`src/hdl/ded_pkg.sv`:
```
// ----------------------------------------------------------------------------
// ded_pkg
// Shared widths, operation and status codes, and the command type passed
// from the front end to the back end of the double-ended queue.
// ----------------------------------------------------------------------------
package ded_pkg;

   localparam int DEPTH_DEFAULT = 16;
   localparam int CNT_W_DEFAULT = $clog2(DEPTH_DEFAULT + 1);
   localparam int FUNC_W        = 3;
   localparam int VALUE_W       = 32;
   localparam int STATUS_W      = 2;

   localparam logic [FUNC_W-1:0] FUNC_PUSH_BACK  = 3'd0;
   localparam logic [FUNC_W-1:0] FUNC_PUSH_FRONT = 3'd1;
   localparam logic [FUNC_W-1:0] FUNC_POP_BACK   = 3'd2;
   localparam logic [FUNC_W-1:0] FUNC_POP_FRONT  = 3'd3;
   localparam logic [FUNC_W-1:0] FUNC_LIST       = 3'd4;
   localparam logic [FUNC_W-1:0] FUNC_COUNT      = 3'd5;

   localparam logic [STATUS_W-1:0] ST_OK    = 2'd0;
   localparam logic [STATUS_W-1:0] ST_EMPTY = 2'd1;
   localparam logic [STATUS_W-1:0] ST_FULL  = 2'd2;

   typedef struct packed {
      logic                      valid;
      logic [FUNC_W-1:0]         op;
      logic signed [VALUE_W-1:0] value;
   } cmd_type;

endpackage

```
`src/hdl/ded_if.sv`:
```
// ----------------------------------------------------------------------------
// ded_if
// Request and response channel interfaces of the double-ended queue.
// ----------------------------------------------------------------------------
interface ded_req_if import ded_pkg::*; ();
   logic                      valid;
   logic                      ready;
   logic [FUNC_W-1:0]         func;
   logic signed [VALUE_W-1:0] value;

   modport source (output valid, output func, output value, input ready);
   modport sink   (input valid, input func, input value, output ready);
endinterface

interface ded_rsp_if import ded_pkg::*; #(parameter int CNT_W = CNT_W_DEFAULT) ();
   logic                      valid;
   logic                      ready;
   logic [STATUS_W-1:0]       status;
   logic signed [VALUE_W-1:0] data;
   logic [CNT_W-1:0]          occupancy;
   logic                      last;

   modport source (output valid, output status, output data, output occupancy,
                   output last, input ready);
   modport sink   (input valid, input status, input data, input occupancy,
                   input last, output ready);
endinterface

```
`src/hdl/ded_front.sv`:
```
// ----------------------------------------------------------------------------
// ded_front
// Accepts requests, drops unknown operation codes, and holds the known ones
// in a two-entry command queue for the back end.
// ----------------------------------------------------------------------------
module ded_front import ded_pkg::*; (
   input  logic      clock,
   input  logic      reset,
   ded_req_if.sink   req,
   output cmd_type   cmd,
   input  logic      cmd_ready
);

   localparam logic [1:0] QUEUE_FULL = 2'd2;

   logic [FUNC_W-1:0]         op_ff    [2];
   logic signed [VALUE_W-1:0] value_ff [2];
   logic                      wr_ptr_ff, wr_ptr_in;
   logic                      rd_ptr_ff, rd_ptr_in;
   logic [1:0]                fill_ff, fill_in;
   logic                      known;
   logic                      push;
   logic                      pop;

   assign known     = (req.func <= FUNC_COUNT);
   assign req.ready = (fill_ff != QUEUE_FULL);
   assign push      = req.valid && req.ready && known;

   assign cmd.valid = (fill_ff != 2'd0);
   assign cmd.op    = op_ff[rd_ptr_ff];
   assign cmd.value = value_ff[rd_ptr_ff];
   assign pop       = cmd.valid && cmd_ready;

   always_comb begin
      wr_ptr_in = push ? ~wr_ptr_ff : wr_ptr_ff;
      rd_ptr_in = pop ? ~rd_ptr_ff : rd_ptr_ff;
      unique case ({push, pop})
         2'b10:   fill_in = fill_ff + 2'd1;
         2'b01:   fill_in = fill_ff - 2'd1;
         default: fill_in = fill_ff;
      endcase
   end

   always_ff @(posedge clock) begin
      if (reset) begin
         wr_ptr_ff <= 1'b0;
         rd_ptr_ff <= 1'b0;
         fill_ff   <= 2'd0;
      end else begin
         wr_ptr_ff <= wr_ptr_in;
         rd_ptr_ff <= rd_ptr_in;
         fill_ff   <= fill_in;
      end
   end

   always_ff @(posedge clock) begin
      if (push) begin
         op_ff[wr_ptr_ff]    <= req.func;
         value_ff[wr_ptr_ff] <= req.value;
      end
   end

endmodule

```
`src/hdl/ded_back.sv`:
```
// ----------------------------------------------------------------------------
// ded_back
// Executes queued commands against the circular entry store and drives the
// registered response channel. Pops and listings read the store through a
// registered read port.
// ----------------------------------------------------------------------------
module ded_back import ded_pkg::*; #(
   parameter int DEPTH = DEPTH_DEFAULT
) (
   input  logic      clock,
   input  logic      reset,
   input  cmd_type   cmd,
   output logic      cmd_ready,
   ded_rsp_if.source rsp
);

   localparam int PTR_W = $clog2(DEPTH);
   localparam int CNT_W = $clog2(DEPTH + 1);
   localparam int SUM_W = CNT_W + 1;

   localparam logic [CNT_W-1:0] FULL_COUNT = CNT_W'(DEPTH);
   localparam logic [SUM_W-1:0] DEPTH_SUM  = SUM_W'(DEPTH);
   localparam logic [PTR_W-1:0] LAST_PTR   = PTR_W'(DEPTH - 1);

   localparam logic [1:0] S_IDLE = 2'd0;
   localparam logic [1:0] S_POP  = 2'd1;
   localparam logic [1:0] S_LIST = 2'd2;

   // base < DEPTH and offs <= DEPTH, so one subtract wraps the sum
   function automatic logic [PTR_W-1:0] wrap_add(logic [PTR_W-1:0] base,
                                                 logic [CNT_W-1:0] offs);
      logic [SUM_W-1:0] sum;
      sum = SUM_W'(base) + SUM_W'(offs);
      if (sum >= DEPTH_SUM) sum = sum - DEPTH_SUM;
      return sum[PTR_W-1:0];
   endfunction

   logic signed [VALUE_W-1:0] mem [DEPTH];
   logic signed [VALUE_W-1:0] rd_data_ff;

   logic [1:0]       state_ff, state_in;
   logic [PTR_W-1:0] head_ff, head_in;
   logic [CNT_W-1:0] count_ff, count_in;
   logic [CNT_W-1:0] idx_ff, idx_in;

   logic                      out_valid_ff, out_valid_in;
   logic [STATUS_W-1:0]       out_status_ff;
   logic signed [VALUE_W-1:0] out_data_ff;
   logic [CNT_W-1:0]          out_occ_ff;
   logic                      out_last_ff;

   logic                      out_free;
   logic                      is_empty;
   logic                      is_full;
   logic                      load;
   logic [STATUS_W-1:0]       ld_status;
   logic signed [VALUE_W-1:0] ld_data;
   logic                      ld_last;
   logic                      wr_en;
   logic [PTR_W-1:0]          wr_addr;
   logic                      rd_en;
   logic [PTR_W-1:0]          rd_addr;

   assign out_free = !out_valid_ff || rsp.ready;
   assign is_empty = (count_ff == '0);
   assign is_full  = (count_ff == FULL_COUNT);

   always_comb begin
      state_in  = state_ff;
      head_in   = head_ff;
      count_in  = count_ff;
      idx_in    = idx_ff;
      cmd_ready = 1'b0;
      wr_en     = 1'b0;
      wr_addr   = wrap_add(head_ff, count_ff);
      rd_en     = 1'b0;
      rd_addr   = head_ff;
      load      = 1'b0;
      ld_status = ST_OK;
      ld_data   = '0;
      ld_last   = 1'b1;

      unique case (state_ff)
         S_IDLE: begin
            if (cmd.valid && out_free) begin
               cmd_ready = 1'b1;
               case (cmd.op)
                  FUNC_PUSH_BACK, FUNC_PUSH_FRONT: begin
                     load = 1'b1;
                     if (is_full) begin
                        ld_status = ST_FULL;
                     end else begin
                        wr_en    = 1'b1;
                        count_in = count_ff + CNT_W'(1);
                        if (cmd.op == FUNC_PUSH_FRONT) begin
                           head_in = (head_ff == '0) ? LAST_PTR : head_ff - PTR_W'(1);
                           wr_addr = head_in;
                        end
                     end
                  end
                  FUNC_POP_BACK, FUNC_POP_FRONT: begin
                     if (is_empty) begin
                        load      = 1'b1;
                        ld_status = ST_EMPTY;
                     end else begin
                        rd_en    = 1'b1;
                        count_in = count_ff - CNT_W'(1);
                        state_in = S_POP;
                        if (cmd.op == FUNC_POP_BACK) begin
                           rd_addr = wrap_add(head_ff, count_ff - CNT_W'(1));
                        end else begin
                           head_in = wrap_add(head_ff, CNT_W'(1));
                        end
                     end
                  end
                  FUNC_LIST: begin
                     if (is_empty) begin
                        load      = 1'b1;
                        ld_status = ST_EMPTY;
                     end else begin
                        rd_en    = 1'b1;
                        idx_in   = CNT_W'(1);
                        state_in = S_LIST;
                     end
                  end
                  FUNC_COUNT: begin
                     load = 1'b1;
                  end
                  default: begin
                  end
               endcase
            end
         end
         S_POP: begin
            if (out_free) begin
               load     = 1'b1;
               ld_data  = rd_data_ff;
               state_in = S_IDLE;
            end
         end
         S_LIST: begin
            if (out_free) begin
               load    = 1'b1;
               ld_data = rd_data_ff;
               ld_last = (idx_ff == count_ff);
               if (ld_last) begin
                  state_in = S_IDLE;
               end else begin
                  rd_en   = 1'b1;
                  rd_addr = wrap_add(head_ff, idx_ff);
                  idx_in  = idx_ff + CNT_W'(1);
               end
            end
         end
         default: begin
            state_in = S_IDLE;
         end
      endcase

      out_valid_in = load || (out_valid_ff && !rsp.ready);
   end

   always_ff @(posedge clock) begin
      if (reset) begin
         state_ff     <= S_IDLE;
         head_ff      <= '0;
         count_ff     <= '0;
         out_valid_ff <= 1'b0;
      end else begin
         state_ff     <= state_in;
         head_ff      <= head_in;
         count_ff     <= count_in;
         out_valid_ff <= out_valid_in;
      end
   end

   always_ff @(posedge clock) begin
      idx_ff <= idx_in;
      if (load) begin
         out_status_ff <= ld_status;
         out_data_ff   <= ld_data;
         out_occ_ff    <= count_in;
         out_last_ff   <= ld_last;
      end
   end

   always_ff @(posedge clock) begin
      if (wr_en) mem[wr_addr] <= cmd.value;
      if (rd_en) rd_data_ff <= mem[rd_addr];
   end

   assign rsp.valid     = out_valid_ff;
   assign rsp.status    = out_status_ff;
   assign rsp.data      = out_data_ff;
   assign rsp.occupancy = out_occ_ff;
   assign rsp.last      = out_last_ff;

endmodule

```
`src/hdl/double_ended_queue_top.sv`:
```
// ----------------------------------------------------------------------------
// double_ended_queue_top
// Bounded double-ended queue of signed 32-bit values in a circular store.
// ----------------------------------------------------------------------------
// Usage:
//   req_chan carries one request per handshake: func (push back, push front,
//   pop back, pop front, list, count) and value. Codes 6 and 7 are taken and
//   give no response. rsp_chan returns status, data, occupancy and last.
//   A request waits in a two-entry command queue until the back end runs
//   it. Push, count and refused operations load the response register
//   straight from the idle state. Pops read the store into a register in
//   the idle state and respond from the pop state. A listing of N entries
//   reads the first entry in the idle state, then gives one entry per
//   cycle while the receiver does not stall; last marks the final one.
//   Reset empties the queue at once; stored values are not cleared.
//   When the receiver stalls, the response is held in its output register,
//   the back end waits, and req_chan keeps taking requests until the
//   command queue holds two.
// ----------------------------------------------------------------------------
module double_ended_queue_top import ded_pkg::*; #(
   parameter int DEPTH = DEPTH_DEFAULT
) (
   input  logic      clock,
   input  logic      reset,
   ded_req_if.sink   req_chan,
   ded_rsp_if.source rsp_chan
);

   cmd_type cmd;
   logic    cmd_ready;

   ded_front u_front (
      .clock     (clock),
      .reset     (reset),
      .req       (req_chan),
      .cmd       (cmd),
      .cmd_ready (cmd_ready)
   );

   ded_back #(.DEPTH(DEPTH)) u_back (
      .clock     (clock),
      .reset     (reset),
      .cmd       (cmd),
      .cmd_ready (cmd_ready),
      .rsp       (rsp_chan)
   );

   a_occ_bound: assert property (@(posedge clock) disable iff (reset)
      rsp_chan.valid |-> (rsp_chan.occupancy <= DEPTH))
      else $error("occupancy above depth");

   a_full_at_depth: assert property (@(posedge clock) disable iff (reset)
      (rsp_chan.valid && rsp_chan.status == ST_FULL) |-> (rsp_chan.occupancy == DEPTH))
      else $error("full reported below depth");

   a_empty_zero: assert property (@(posedge clock) disable iff (reset)
      (rsp_chan.valid && rsp_chan.status == ST_EMPTY)
         |-> (rsp_chan.occupancy == 0 && rsp_chan.last))
      else $error("empty reported with entries or not last");

   a_err_no_data: assert property (@(posedge clock) disable iff (reset)
      (rsp_chan.valid && rsp_chan.status != ST_OK) |-> (rsp_chan.data == 0))
      else $error("error response carries data");

endmodule

```
`src/flat_wrapper.sv`:
```
// flat-port wrapper written by rule: the top's interface ports become plain ports
module double_ended_queue_top_flat import ded_pkg::*;
#(
   parameter int DEPTH = DEPTH_DEFAULT
)
  (clock, reset, req_chan_valid, req_chan_func, req_chan_value, req_chan_ready, rsp_chan_valid, rsp_chan_status, rsp_chan_data, rsp_chan_occupancy, rsp_chan_last, rsp_chan_ready);
  ded_req_if req_chan_i ();
  ded_rsp_if #(.CNT_W((CNT_W_DEFAULT))) rsp_chan_i ();
  input  logic clock;
  input  logic reset;
  input wire logic [$bits(req_chan_i.valid)-1:0] req_chan_valid;
  input wire logic [$bits(req_chan_i.func)-1:0] req_chan_func;
  input wire logic [$bits(req_chan_i.value)-1:0] req_chan_value;
  output wire logic [$bits(req_chan_i.ready)-1:0] req_chan_ready;
  output wire logic [$bits(rsp_chan_i.valid)-1:0] rsp_chan_valid;
  output wire logic [$bits(rsp_chan_i.status)-1:0] rsp_chan_status;
  output wire logic [$bits(rsp_chan_i.data)-1:0] rsp_chan_data;
  output wire logic [$bits(rsp_chan_i.occupancy)-1:0] rsp_chan_occupancy;
  output wire logic [$bits(rsp_chan_i.last)-1:0] rsp_chan_last;
  input wire logic [$bits(rsp_chan_i.ready)-1:0] rsp_chan_ready;
  assign req_chan_i.valid = req_chan_valid;
  assign req_chan_i.func = req_chan_func;
  assign req_chan_i.value = req_chan_value;
  assign req_chan_ready = req_chan_i.ready;
  assign rsp_chan_valid = rsp_chan_i.valid;
  assign rsp_chan_status = rsp_chan_i.status;
  assign rsp_chan_data = rsp_chan_i.data;
  assign rsp_chan_occupancy = rsp_chan_i.occupancy;
  assign rsp_chan_last = rsp_chan_i.last;
  assign rsp_chan_i.ready = rsp_chan_ready;
  double_ended_queue_top #(.DEPTH(DEPTH)) u_core (.clock(clock), .reset(reset), .req_chan(req_chan_i), .rsp_chan(rsp_chan_i));
endmodule
```
`config.mk`:
```
export PLATFORM = sky130hd
export DESIGN_NAME = double_ended_queue_top_flat
export DESIGN_NICKNAME = d
export VERILOG_FILES = /design/src/hdl/ded_pkg.sv /design/src/hdl/ded_if.sv /design/src/hdl/ded_front.sv /design/src/hdl/ded_back.sv /design/src/hdl/double_ended_queue_top.sv /design/src/flat_wrapper.sv
export SDC_FILE = /design/constraint.sdc
export NUM_CORES = 1
export LEC_CHECK = 0
export BUFFER_PORTS_ARGS = -buffer_cell sky130_fd_sc_hd__buf_2
export CAP_MARGIN = 10
export CORE_ASPECT_RATIO = 0.9
export CORE_MARGIN = 10
export CORE_UTILIZATION = 40
export CTS_BUF_LIST = sky130_fd_sc_hd__clkbuf_2
export DETAILED_ROUTE_END_ITERATION = 12
export SETUP_SLACK_MARGIN = 0.1
export SLEW_MARGIN = 10
export SYNTH_ARGS = -nofsm -noshare
export SYNTH_HDL_FRONTEND = slang
export SYNTH_SLANG_ARGS = --single-unit
```
`constraint.sdc`:
```
create_clock -name clock -period 6.3 [get_ports clock]
set_input_delay 0 -clock clock [delete_from_list [all_inputs] [get_ports clock]]
set_output_delay 0 -clock clock [all_outputs]
set_load 0.005 [all_outputs]
```
==> results by group <==
Outcome
  – Status: completed

STA
  – Pins Over Slew Limit: 0
  – Clock Skew: 0.0822 ns
  – RSZ-0062 raised after global routing: no
  – Setup TNS: 0 ns
  – Worst-margin pin slew: 1.17 ns
  – Final hold vios: 0
  – Max transition margin: 0.219
  – Worst hold margin: 0.411 ns
  – Final setup margin: 1.58 ns
  – Final worst path period share: 0.748
  – Final Setup Violations: 0
  – Fmax: 0.212 GHz
  – Min Tclk post-route: 4.72 ns

Finish
  – Share of cells above drive strength 1: 0.221
  – Fin cells: 3027
  – Synthesis-to-layout area growth: 15.7%
  – Fin nets: 2092
  – Fillers: 5802
  – Multi-input gate area: 6260 sq um
  – Sequential Area: 20100 sq um

Place
  – Cell count after placement: 2615
  – Gpl congestion: 0.842
  – Post-place setup slack: 1.62 ns
  – IO Port Bufs: 80
  – Post-DP HPWL: 36700 um

Yosys
  – Yosys reg bits: 676
  – Post-synth EDFFs: 659
  – Mapped Nets: 1783
  – Ys flop type: edfxtp_1
  – Gate Count Post-Synth: 1721
  – Mean post-synth cell area: 15.6 sq um
  – Syn Std Cell Area: 26800 sq um
  – Cell variety after synth: 59
  – Syn. warnings: 0
  – Asr flop ratio synth: 0
  – Sequential element share of the synthesized area: 0.751

Pwr
  – P_leak: 10.6 nW
  – Peak VDD IR: 0.322 mV
  – Power per Cell Area: 384 nW/um^2

Clock network
  – CTS Buf Count: 164
  – Clk sinks: 676
  – Post_cts resized: 0
  – TritonCTS clock tree: built
  – Clk_lat worst skew: 1.34 ns
  – CTS Buffer Depth: 3
  – Max H-tree Level: 4
  – Clock root buffer: clkbuf_2
  – Clock transition at path regs: 0.12 ns

GRT
  – All-layer global routing usage: 0.162
  – Remaining global-route overflow: 0
  – Vias in the first global route: 16161
  – First-pass GRT wire length: 96300 um
  – Pin count of the biggest net entering global routing: 73
  – Initial antenna violation count: 3

Routing
  – DRT iter0 DRCs: 1050
  – DRC viols: 0
  – DR vias/cell: 5.23
  – Drt total wl: 63400 um
  – DR pass1 iterations: 5
  – ANT nets after route: 0
  – Vias: 15833
  – Routed len/inst: 20.9 um

Critical path
  – Critical Path AT: 5.89 ns
  – Crit Path Class: flip-flop to flip-flop
  – Setup crit start kind: flip-flop
  – CP Max Fanout: 66
  – Nature of the critical path endpoint: flip-flop
  – Required time of the critical path: 7.48 ns

Die
  – Core Region: 66000 sq um
  – Chip Height: 266 um
  – Die X: 293 um
  – Starting Density: 0.406
  – Total Die Area: 77800 sq um
  – I/O pin cnt: 81
  – Rows: 89

Flow run
  – Max_cap viols: 0

Worst hold path
  – Hold Crit Class: input pin to flip-flop
cells by family after synthesis:
| kind of cell | count (synthesis) | synth area share |
|---|---|---|
| adder cells (fa/ha/maj) | 23 | 0.0116 |
| buffers and inverters | 115 | 0.0207 |
| AO/OA/AOI/OAI | 291 | 0.0694 |
| AND/OR/NAND/NOR | 430 | 0.0778 |
| flip-flops | 676 | 0.751 |
| multiplexers | 161 | 0.0617 |
| XOR/XNOR | 25 | 0.00817 |
layout by cell type, fill, tap and decap left out, types with 5 or more instances in the layout:
cell / instances
inv_1: 19
nor2b_1: 6
a21oi_1: 109
o22ai_1: 66
nor4_1: 13
edfxtp_1: 659
nor4_2: 19
mux2i_1: 127
clkbuf_2: 246
nor2_4: 5
nand3_1: 17
ha_1: 20
buf_2: 80
and3_1: 35
mux2_2: 34
a211oi_1: 7
dlygate4sd3_1: 113
nor2_1: 37
clkinv_2: 6
nor3_2: 10
nand2_1: 248
o21ai_0: 10
nand2b_1: 9
o31ai_1: 6
clkinv_1: 34
o21ai_1: 31
dfxtp_1: 16
a32o_1: 31
nor3b_1: 5
buf_4: 40
xnor2_1: 13
xor2_1: 12
critical path: stages, from the launching register on:
cell	delay [ns]
dfxtp_1	0.39
inv_1	0.17
ha_1	0.24
nor4b_4	0.53
a21oi_4	0.08
and3_4	0.24
a22oi_1	0.44
and2_2	0.24
buf_4	0.64
nand3_1	0.78
buf_4	0.48
a21oi_1	0.19
nor4_2	0.07
o21ai_1	0.08
synth_stat cells, types with 7 or more instances:
master / count / share of area
a211oi_1: 7 / 0.0020
a21oi_1: 110 / 0.021
nor4_2: 18 / 0.0084
nand3_1: 17 / 0.0032
mux2_2: 34 / 0.014
and3_1: 36 / 0.0084
edfxtp_1: 659 / 0.74
xor2_1: 12 / 0.0039
nor4_1: 14 / 0.0033
xnor2_1: 13 / 0.0042
o31ai_1: 7 / 0.0020
buf_6: 10 / 0.0042
nand2_1: 248 / 0.035
mux2i_1: 127 / 0.047
nor2_1: 42 / 0.0059
nor3_1: 13 / 0.0024
buf_2: 33 / 0.0062
o22ai_1: 66 / 0.015
clkbuf_1: 44 / 0.0062
a32o_1: 31 / 0.012
o21ai_0: 10 / 0.0019
o21ai_1: 31 / 0.0058
inv_1: 19 / 0.0027
ha_1: 20 / 0.0093
dfxtp_1: 17 / 0.013
nand2b_1: 9 / 0.0021
nor2b_1: 7 / 0.0016
state kept, by name, indices dropped and copies added, names as in the netlist, named ones only:
register / cells
u_core.u_front.wr_ptr_ff: 1
u_core.u_front.fill_ff: 2
u_core.u_front.op_ff: 6
u_core.u_back.count_ff: 5
u_core.u_back.mem: 512
u_core.u_back.head_ff: 4
u_core.u_back.rsp.status: 2
u_core.u_back.idx_ff: 5
u_core.u_back.rsp.occupancy: 5
u_core.u_back.rd_data_ff: 32
u_core.u_back.rsp.data: 32
u_core.u_front.rd_ptr_ff: 1
u_core.u_front.value_ff: 64
u_core.u_back.rsp.last: 1
u_core.u_back.rsp.valid: 1
u_core.u_back.state_ff: 2
report_power, final:
part | leakage (nW) | internal [W] | switching [W]
Clock | 1.17 | 0.00121 | 0.00174
Combinational | 3.31 | 0.00115 | 0.00209
Sequential | 6.11 | 0.00562 | 0.000127
Total | 10.6 | 0.00798 | 0.00395
layer usage:
| metal | global-route usage | wire length (um) |
|---|---|---|
| met5 | 0 | 0 |
| met2 | 0.255 | 29300 |
| met3 | 0.0345 | 3900 |
| met4 | 0.0600 | 1080 |
| met1 | 0.220 | 29100 |
per-stage QoR:
stage	util	area (sq um)	total power, W
after global routing	0.470	31000	0.0126
after floorplan	-	26800	0.00803
after detailed placement	0.429	28300	0.00905
after global placement	0.429	28300	0.00900
final	0.470	31000	0.0119
after CTS	0.470	31000	0.0121
path summary, 6_finish.rpt:
path,cells after the start,slack (ns),to,start
setup / recovery,13,1.58,u_core.u_back.rd_data_ff[12],u_core.u_back.count_ff[0]
hold / removal,4,0.41,u_core.u_back.head_ff[2],reset
setup reg to reg,13,1.58,u_core.u_back.rd_data_ff[12],u_core.u_back.count_ff[0]
hold reg to reg,2,0.52,flip-flop,u_core.u_front.rd_ptr_ff
layout make-up:
class / instances / area share
antenna: 4 / 0.000323
clock buffer: 246 / 0.0397
clock inverter: 49 / 0.0104
inverter: 21 / 0.00254
multi-input combinational: 930 / 0.202
sequential: 676 / 0.649
tap: 864 / 0.0348
timing repair buffer: 237 / 0.0616
what timing repair did:
item	4_1_cts	5_1_grt
setup buffers	0	0
hold buffers	113	0
hold endpoints to repair	252	0
(Power assumes the default switching activity.)
